==> config.mk <==
export PLATFORM = sky130hd
export DESIGN_NAME = ffa_ctrl
export DESIGN_NICKNAME = d
export VERILOG_FILES = /design/src/hdl/ffa_pkg.sv /design/src/hdl/ffa_ctrl.sv
export SDC_FILE = /design/constraint.sdc
export NUM_CORES = 1
export LEC_CHECK = 0
export BUFFER_PORTS_ARGS = -buffer_cell sky130_fd_sc_hd__buf_2
export CAP_MARGIN = 20
export CORE_ASPECT_RATIO = 0.8
export CORE_MARGIN = 1
export CORE_UTILIZATION = 51
export CTS_BUF_LIST = sky130_fd_sc_hd__clkbuf_16
export CTS_CLUSTER_SIZE = 14
export DETAILED_ROUTE_END_ITERATION = 10
export PLACE_DENSITY = 0.86
export SLEW_MARGIN = 20
export SYNTH_ARGS = -nofsm -noshare
export SYNTH_HDL_FRONTEND = slang
export SYNTH_SLANG_ARGS = --single-unit
==> constraint.sdc <==
create_clock -name i_clk -period 3.4 [get_ports i_clk]
set_input_delay 0.34 -clock i_clk [delete_from_list [all_inputs] [get_ports i_clk]]
set_output_delay 0.34 -clock i_clk [all_outputs]
set_load 0.02 [all_outputs]
==> src/hdl/ffa_pkg.sv <==
// Shared types, codes and helpers of the first-fit aligned allocator.
// Used by every module of the block but ffa_ram; depends on nothing else.
package ffa_pkg;

    localparam int unsigned FREE_ENTRIES_DEF  = 64;
    localparam int unsigned ALLOC_ENTRIES_DEF = 64;

    localparam int unsigned ADDR_W  = 35;
    localparam int unsigned ALIGN_W = 13;
    localparam int unsigned CFG_IDX_W = 1;

    localparam logic [ADDR_W-1:0]  REGION_RESET = 35'd1073741824;
    localparam logic [ALIGN_W-1:0] ALIGN_RESET  = 13'd64;

    localparam logic [CFG_IDX_W-1:0] CFG_REGION = 1'b0;
    localparam logic [CFG_IDX_W-1:0] CFG_ALIGN  = 1'b1;

    localparam logic CMD_ALLOC = 1'b0;
    localparam logic CMD_FREE  = 1'b1;

    localparam logic [1:0] ST_OK        = 2'd0;
    localparam logic [1:0] ST_NO_FIT    = 2'd1;
    localparam logic [1:0] ST_NOT_ALLOC = 2'd2;
    localparam logic [1:0] ST_FULL      = 2'd3;

    typedef struct packed {
        logic              cmd;
        logic [ADDR_W-1:0] size_bytes;
        logic [ADDR_W-1:0] offset;
    } t_in_item;

    typedef struct packed {
        logic [1:0]        status;
        logic [ADDR_W-1:0] grant_offset;
        logic [ADDR_W-1:0] used_bytes;
        logic [ADDR_W-1:0] free_bytes;
    } t_out_item;

    typedef struct packed {
        logic [ADDR_W-1:0] start;
        logic [ADDR_W-1:0] length;
    } t_entry;

    typedef struct packed {
        logic       init_wr;
        logic       take;
        logic       k_clr;
        logic       k_inc;
        logic       fr_rd_k;
        logic       fr_rd_k1;
        logic       fr_wr_shift;
        logic       chk_ld;
        logic       fit_ld;
        logic       fc_dec;
        logic       wr_w;
        logic       wr_rem;
        logic       wr_alloc;
        logic       al_rd_k;
        logic       al_rd_k1;
        logic       al_wr_shift;
        logic       sz_ld;
        logic       p_clr;
        logic       p_inc;
        logic       q_clr;
        logic       q_inc;
        logic       fetch_p;
        logic       fetch_q;
        logic       ek_ld;
        logic       q_cmp;
        logic       srt_wr;
        logic       srt_rd;
        logic       mrg_dry;
        logic       mrg_wet;
        logic       mrg_step;
        logic       mrg_fin;
        logic       fin_free;
        logic       res_ld;
        logic [1:0] res_status;
        logic       res_grant;
    } t_ctl_cmd;

    typedef struct packed {
        logic req_free;
        logic k_lt_fc;
        logic k1_lt_fc;
        logic fit;
        logic full_a;
        logic k_lt_ac;
        logic k1_lt_ac;
        logic off_hit;
        logic p_lt_n;
        logic q_lt_n;
        logic wet;
        logic mc_over;
        logic out_free;
    } t_dp_stat;

    function automatic logic pair_less(input t_entry x, input t_entry y);
        return (x.start < y.start) || ((x.start == y.start) && (x.length < y.length));
    endfunction

endpackage

==> src/hdl/ffa_ctrl.sv <==
// Sequencer of the allocator: walks the scan, shift, sort and merge steps.
// Depends on ffa_pkg for the command and status structs and the codes.
module ffa_ctrl (
    input  logic              i_clk,
    input  logic              i_rst_n,
    input  logic              i_in_valid,
    output logic              o_in_ready,
    input  ffa_pkg::t_dp_stat i_stat,
    output ffa_pkg::t_ctl_cmd o_cmd
);

    localparam logic [4:0] S_INIT  = 5'd0;
    localparam logic [4:0] S_IDLE  = 5'd1;
    localparam logic [4:0] S_A_RD  = 5'd2;
    localparam logic [4:0] S_A_CHK = 5'd3;
    localparam logic [4:0] S_A_FIT = 5'd4;
    localparam logic [4:0] S_A_DEC = 5'd5;
    localparam logic [4:0] S_A_SRD = 5'd6;
    localparam logic [4:0] S_A_SWR = 5'd7;
    localparam logic [4:0] S_A_WW  = 5'd8;
    localparam logic [4:0] S_A_WR  = 5'd9;
    localparam logic [4:0] S_A_AL  = 5'd10;
    localparam logic [4:0] S_F_RD  = 5'd11;
    localparam logic [4:0] S_F_CHK = 5'd12;
    localparam logic [4:0] S_S_KRD = 5'd13;
    localparam logic [4:0] S_S_KLD = 5'd14;
    localparam logic [4:0] S_S_QRD = 5'd15;
    localparam logic [4:0] S_S_QCM = 5'd16;
    localparam logic [4:0] S_S_WR  = 5'd17;
    localparam logic [4:0] S_M_RD  = 5'd18;
    localparam logic [4:0] S_M_ST  = 5'd19;
    localparam logic [4:0] S_M_END = 5'd20;
    localparam logic [4:0] S_D_RD  = 5'd21;
    localparam logic [4:0] S_D_WR  = 5'd22;
    localparam logic [4:0] S_F_FIN = 5'd23;
    localparam logic [4:0] S_DONE  = 5'd24;

    logic [4:0] r_state, n_state;
    logic [1:0] r_code, n_code;
    logic       r_grant, n_grant;

    always_ff @(posedge i_clk) begin
        if (!i_rst_n) begin
            r_state <= S_INIT;
            r_code  <= ffa_pkg::ST_OK;
            r_grant <= 1'b0;
        end else begin
            r_state <= n_state;
            r_code  <= n_code;
            r_grant <= n_grant;
        end
    end

    always_comb begin
        n_state = r_state;
        n_code  = r_code;
        n_grant = r_grant;
        o_cmd   = '0;
        o_cmd.res_status = r_code;
        o_cmd.res_grant  = r_grant;
        o_in_ready = 1'b0;
        case (r_state)
            S_INIT: begin
                o_cmd.init_wr = 1'b1;
                n_state = S_IDLE;
            end
            S_IDLE: begin
                o_in_ready = 1'b1;
                if (i_in_valid) begin
                    o_cmd.take  = 1'b1;
                    o_cmd.k_clr = 1'b1;
                    n_state = i_stat.req_free ? S_F_RD : S_A_RD;
                end
            end
            S_A_RD: begin
                if (!i_stat.k_lt_fc) begin
                    n_code  = ffa_pkg::ST_NO_FIT;
                    n_grant = 1'b0;
                    n_state = S_DONE;
                end else begin
                    o_cmd.fr_rd_k = 1'b1;
                    n_state = S_A_CHK;
                end
            end
            S_A_CHK: begin
                o_cmd.chk_ld = 1'b1;
                n_state = S_A_FIT;
            end
            S_A_FIT: begin
                if (i_stat.fit) begin
                    o_cmd.fit_ld = 1'b1;
                    n_state = S_A_DEC;
                end else begin
                    o_cmd.k_inc = 1'b1;
                    n_state = S_A_RD;
                end
            end
            S_A_DEC: begin
                if (i_stat.full_a) begin
                    n_code  = ffa_pkg::ST_FULL;
                    n_grant = 1'b0;
                    n_state = S_DONE;
                end else begin
                    n_state = S_A_SRD;
                end
            end
            S_A_SRD: begin
                if (i_stat.k1_lt_fc) begin
                    o_cmd.fr_rd_k1 = 1'b1;
                    n_state = S_A_SWR;
                end else begin
                    o_cmd.fc_dec = 1'b1;
                    n_state = S_A_WW;
                end
            end
            S_A_SWR: begin
                o_cmd.fr_wr_shift = 1'b1;
                o_cmd.k_inc = 1'b1;
                n_state = S_A_SRD;
            end
            S_A_WW: begin
                o_cmd.wr_w = 1'b1;
                n_state = S_A_WR;
            end
            S_A_WR: begin
                o_cmd.wr_rem = 1'b1;
                n_state = S_A_AL;
            end
            S_A_AL: begin
                o_cmd.wr_alloc = 1'b1;
                n_code  = ffa_pkg::ST_OK;
                n_grant = 1'b1;
                n_state = S_DONE;
            end
            S_F_RD: begin
                if (!i_stat.k_lt_ac) begin
                    n_code  = ffa_pkg::ST_NOT_ALLOC;
                    n_grant = 1'b0;
                    n_state = S_DONE;
                end else begin
                    o_cmd.al_rd_k = 1'b1;
                    n_state = S_F_CHK;
                end
            end
            S_F_CHK: begin
                if (i_stat.off_hit) begin
                    o_cmd.sz_ld = 1'b1;
                    o_cmd.p_clr = 1'b1;
                    n_state = S_S_KRD;
                end else begin
                    o_cmd.k_inc = 1'b1;
                    n_state = S_F_RD;
                end
            end
            S_S_KRD: begin
                if (!i_stat.p_lt_n) begin
                    o_cmd.mrg_dry = 1'b1;
                    n_state = S_M_RD;
                end else begin
                    o_cmd.fetch_p = 1'b1;
                    n_state = S_S_KLD;
                end
            end
            S_S_KLD: begin
                o_cmd.ek_ld = 1'b1;
                o_cmd.q_clr = 1'b1;
                n_state = S_S_QRD;
            end
            S_S_QRD: begin
                if (!i_stat.q_lt_n) begin
                    n_state = S_S_WR;
                end else begin
                    o_cmd.fetch_q = 1'b1;
                    n_state = S_S_QCM;
                end
            end
            S_S_QCM: begin
                o_cmd.q_cmp = 1'b1;
                o_cmd.q_inc = 1'b1;
                n_state = S_S_QRD;
            end
            S_S_WR: begin
                o_cmd.srt_wr = 1'b1;
                o_cmd.p_inc = 1'b1;
                n_state = S_S_KRD;
            end
            S_M_RD: begin
                if (!i_stat.p_lt_n) begin
                    n_state = S_M_END;
                end else begin
                    o_cmd.srt_rd = 1'b1;
                    n_state = S_M_ST;
                end
            end
            S_M_ST: begin
                o_cmd.mrg_step = 1'b1;
                o_cmd.p_inc = 1'b1;
                n_state = S_M_RD;
            end
            S_M_END: begin
                if (i_stat.wet) begin
                    o_cmd.mrg_fin = 1'b1;
                    n_state = S_D_RD;
                end else if (i_stat.mc_over) begin
                    n_code  = ffa_pkg::ST_FULL;
                    n_grant = 1'b0;
                    n_state = S_DONE;
                end else begin
                    o_cmd.mrg_wet = 1'b1;
                    n_state = S_M_RD;
                end
            end
            S_D_RD: begin
                if (i_stat.k1_lt_ac) begin
                    o_cmd.al_rd_k1 = 1'b1;
                    n_state = S_D_WR;
                end else begin
                    n_state = S_F_FIN;
                end
            end
            S_D_WR: begin
                o_cmd.al_wr_shift = 1'b1;
                o_cmd.k_inc = 1'b1;
                n_state = S_D_RD;
            end
            S_F_FIN: begin
                o_cmd.fin_free = 1'b1;
                n_code  = ffa_pkg::ST_OK;
                n_grant = 1'b0;
                n_state = S_DONE;
            end
            S_DONE: begin
                if (i_stat.out_free) begin
                    o_cmd.res_ld = 1'b1;
                    n_state = S_IDLE;
                end
            end
            default: begin
                n_state = S_IDLE;
            end
        endcase
    end

endmodule

==> run_results.csv <==
group,metric,value,unit
final_layout,area_growth,20.4,%
floorplanning,die_width,55.3,um
pwr,power,0.000582,W
floorplanning,dieArea,0.00247,sq mm
logic_synthesis,synth_top_area_share,13.8,%
clock_tree,post_cts_buffers,0,
clock_tree,h-tree-depth,1,
setup_path,cp-end-kind,"output pin",
placement,io_buffers,52,
clock_tree,cts_tree,"yes",
logic_synthesis,avgSynthCellArea,6.58,sq um
grt,gr-total-overflow,0,
pwr,leakage,0.681,nW
floorplanning,die_y,44.6,um
logic_synthesis,ys_types,48,
final_layout,n_fill_cell,206,
final_layout,diodes,0,
logic_synthesis,syn_nets,192,
logic_synthesis,synth_edf_count,0,
final_layout,fin_util,65.1,%
floorplanning,fp.coreArea,0.00214,sq mm
setup_path,crit_fanout,26,
timing,finalHoldViolCount,0,
timing,worst_slew_pin_slew,0.854,ns
detailed_routing,vias_per_cell,6.17,
clock_tree,cts.sinks,8,
grt,grt_pass1_vias,1150,
clock_tree,cts_root_buffer,"clkbuf_16",
setup_path,worstPathRequired,3.06,ns
grt,grt_max_degree,28,
final_layout,seq_area,160,sq um
logic_synthesis,syn_area,0.00116,sq mm
logic_synthesis,synth_async_sr_flop_share,0,%
setup_path,crit_arrival,2.12,ns
clock_tree,path_clk_slew,0.04,ns
setup_path,worstSetupPathType,"reg -> out",
logic_synthesis,yosys-top-cells-area,"dfxtp_1, nor2_1, nand2_1",
detailed_routing,first_pass_iters,4,
grt,grt_pass1_wl,5580,um
logic_synthesis,synth-main-ff-cell,"dfxtp_1",
placement,gp_congestion,1.00,
clock_tree,post_cts_resized,0,
logic_synthesis,syn_inst,176,
grt,gr-usage-all-layers,28.5,%
setup_path,worstSetupStartpointType,"register",
final_layout,nNetsFinal,226,
pwr,pwr_density_cell,417,mW/mm^2
timing,fin_crit_sh,72.2,%
timing,rsz0062_at_grt,"false",
logic_synthesis,ys_ff_latch,8,
timing,maxSlewViolCount,0,
placement,dp_cells,230,
grt,grt_antenna_before_repair,0,
timing,min_period,2.46,ns
detailed_routing,wirelength,3450,um
final_layout,multi_input_area,837,sq um
placement,dp_slack,1.11,ns
detailed_routing,via_count,1438,
timing,setup_tns,0,ns
timing,setup_viol,0,
clock_tree,cts.path.max_buffers,2,
timing,worst_slack,0.944,ns
detailed_routing,drc,0,
worst_hold_path,hp-class,"in -> reg",
flow_run,maxCapViolations,0,
detailed_routing,wl_per_cell,14.8,um
floorplanning,fp-row-count,15,
final_layout,final_cells,233,
clock_tree,cts_hold_buf,0,
detailed_routing,drtIter0Drc,103,
status,outcome,"completed",
final_layout,drive_gt1_share,29.3,%
floorplanning,pin_count,53,
timing,skew,0.00291,ns
floorplanning,start_util,54.1,%
detailed_routing,detail-route-antenna-nets,0,
pwr,ir_worst_vdd,0.436,mV
logic_synthesis,ys_seq_area_share,13.8,%
clock_tree,cts_made_buffers,3,
timing,clock.fmax,407,MHz
placement,dp.final_hpwl,2560,um
logic_synthesis,yosys.area.top_type,"dfxtp_1",
logic_synthesis,synth_warnings,0,
timing,relSlewSlack,43.0,%
clock_tree,clkLatencyLatePin,0.23,ns
-- cells in the mapped netlist, types with 3 or more instances --
cell	n
nor2_1	19
nand2_1	18
o21ai_0	10
nor3_1	9
buf_2	8
buf_4	8
dfxtp_1	8
nand2b_1	7
nor2b_1	7
nor4_1	7
a21oi_1	6
and3_1	6
clkbuf_1	6
inv_1	6
a211oi_1	4
or3_1	4
a22oi_1	3
and2_1	3
-- cells by family after synthesis --
kind of cell / synth area share [%]
multiplexers: 0.865
XOR/XNOR: 2.27
flip-flops: 13.8
AO/OA/AOI/OAI: 26.8
AND/OR/NAND/NOR: 42.4
buffers and inverters: 13.8
-- state kept, by name (all words and copies together) (netlist names) --
name	count
r_state	5
r_grant	1
r_code	2
-- layout make-up --
cell class                 instances  share of cell area (%)
multi-input combinational        138                    60.1
timing repair buffer              53                    19.2
sequential                         8                    11.5
clock buffer                       3                    5.39
tap                               25                    2.24
inverter                           6                    1.62
-- critical path, cell delays in order (launching register included) --
cell	delay, ns
dfxtp_1	0.87
nand2b_1	0.35
nor3_1	0.31
and2_1	0.18
buf_2	0.16
-- placed cells by master (no fill, tap or decap), drive strengths merged, types with 2 or more instances in the layout --
| master | Yosys | final |
|---|---|---|
| inv | 6 | 6 |
| nor4 | 7 | 7 |
| nand3 | 2 | 2 |
| clkbuf | 6 | 3 |
| nand2 | 18 | 18 |
| o311a | 2 | 2 |
| o211ai | 2 | 2 |
| nor2b | 7 | 7 |
| nand2b | 7 | 7 |
| and2 | 4 | 4 |
| o21a | 2 | 2 |
| dfxtp | 8 | 8 |
| xor2 | 2 | 2 |
| and4 | 2 | 2 |
| and3 | 6 | 6 |
| a32oi | 2 | 2 |
| nor2 | 20 | 20 |
| a211oi | 4 | 4 |
| o32a | 2 | 2 |
| a21oi | 6 | 6 |
| a22oi | 3 | 3 |
| or3 | 4 | 4 |
| buf | 18 | 53 |
| nor3 | 9 | 9 |
| o21ai | 10 | 10 |
-- per-layer routing --
metal  GRT usage, %  up-vias  wire, um
met1           40.8      653      1520
met3           8.19        2       386
li1               -      699         -
met2           43.4       84      1540
met4           4.00        0        12
met5              0        -         0
-- power by group --
| group | leakage [nW] | switching, W | internal, W | total [W] |
|---|---|---|---|---|
| registers | 0.0650 | 0.0000504 | 0.000104 | 0.000154 |
| logic | 0.579 | 0.000143 | 0.0000882 | 0.000231 |
| clock network | 0.0370 | 0.0000444 | 0.000151 | 0.000196 |
| total | 0.681 | 0.000238 | 0.000344 | 0.000582 |
-- metrics by stage --
step	area (sq um)	hold slack (ns)
6_report	1390	0.425
5_1_grt	1390	0.443
4_1_cts	1390	0.424
3_5_place_dp	1320	0.452
3_3_place_gp	1320	0.447
2_1_floorplan	1160	0.436
-- final timing paths --
kind,startpoint,endpoint,slack (ns),cells after the start
min reg2reg,r_grant,r_grant,0.45,2
max reg2reg,r_state[0],r_code[1],1.05,5
max,r_state[0],o_cmd[33],0.94,4
min,i_stat[12],r_state[3],0.43,3
No activity file was read; power rests on OpenSTA's default activity.
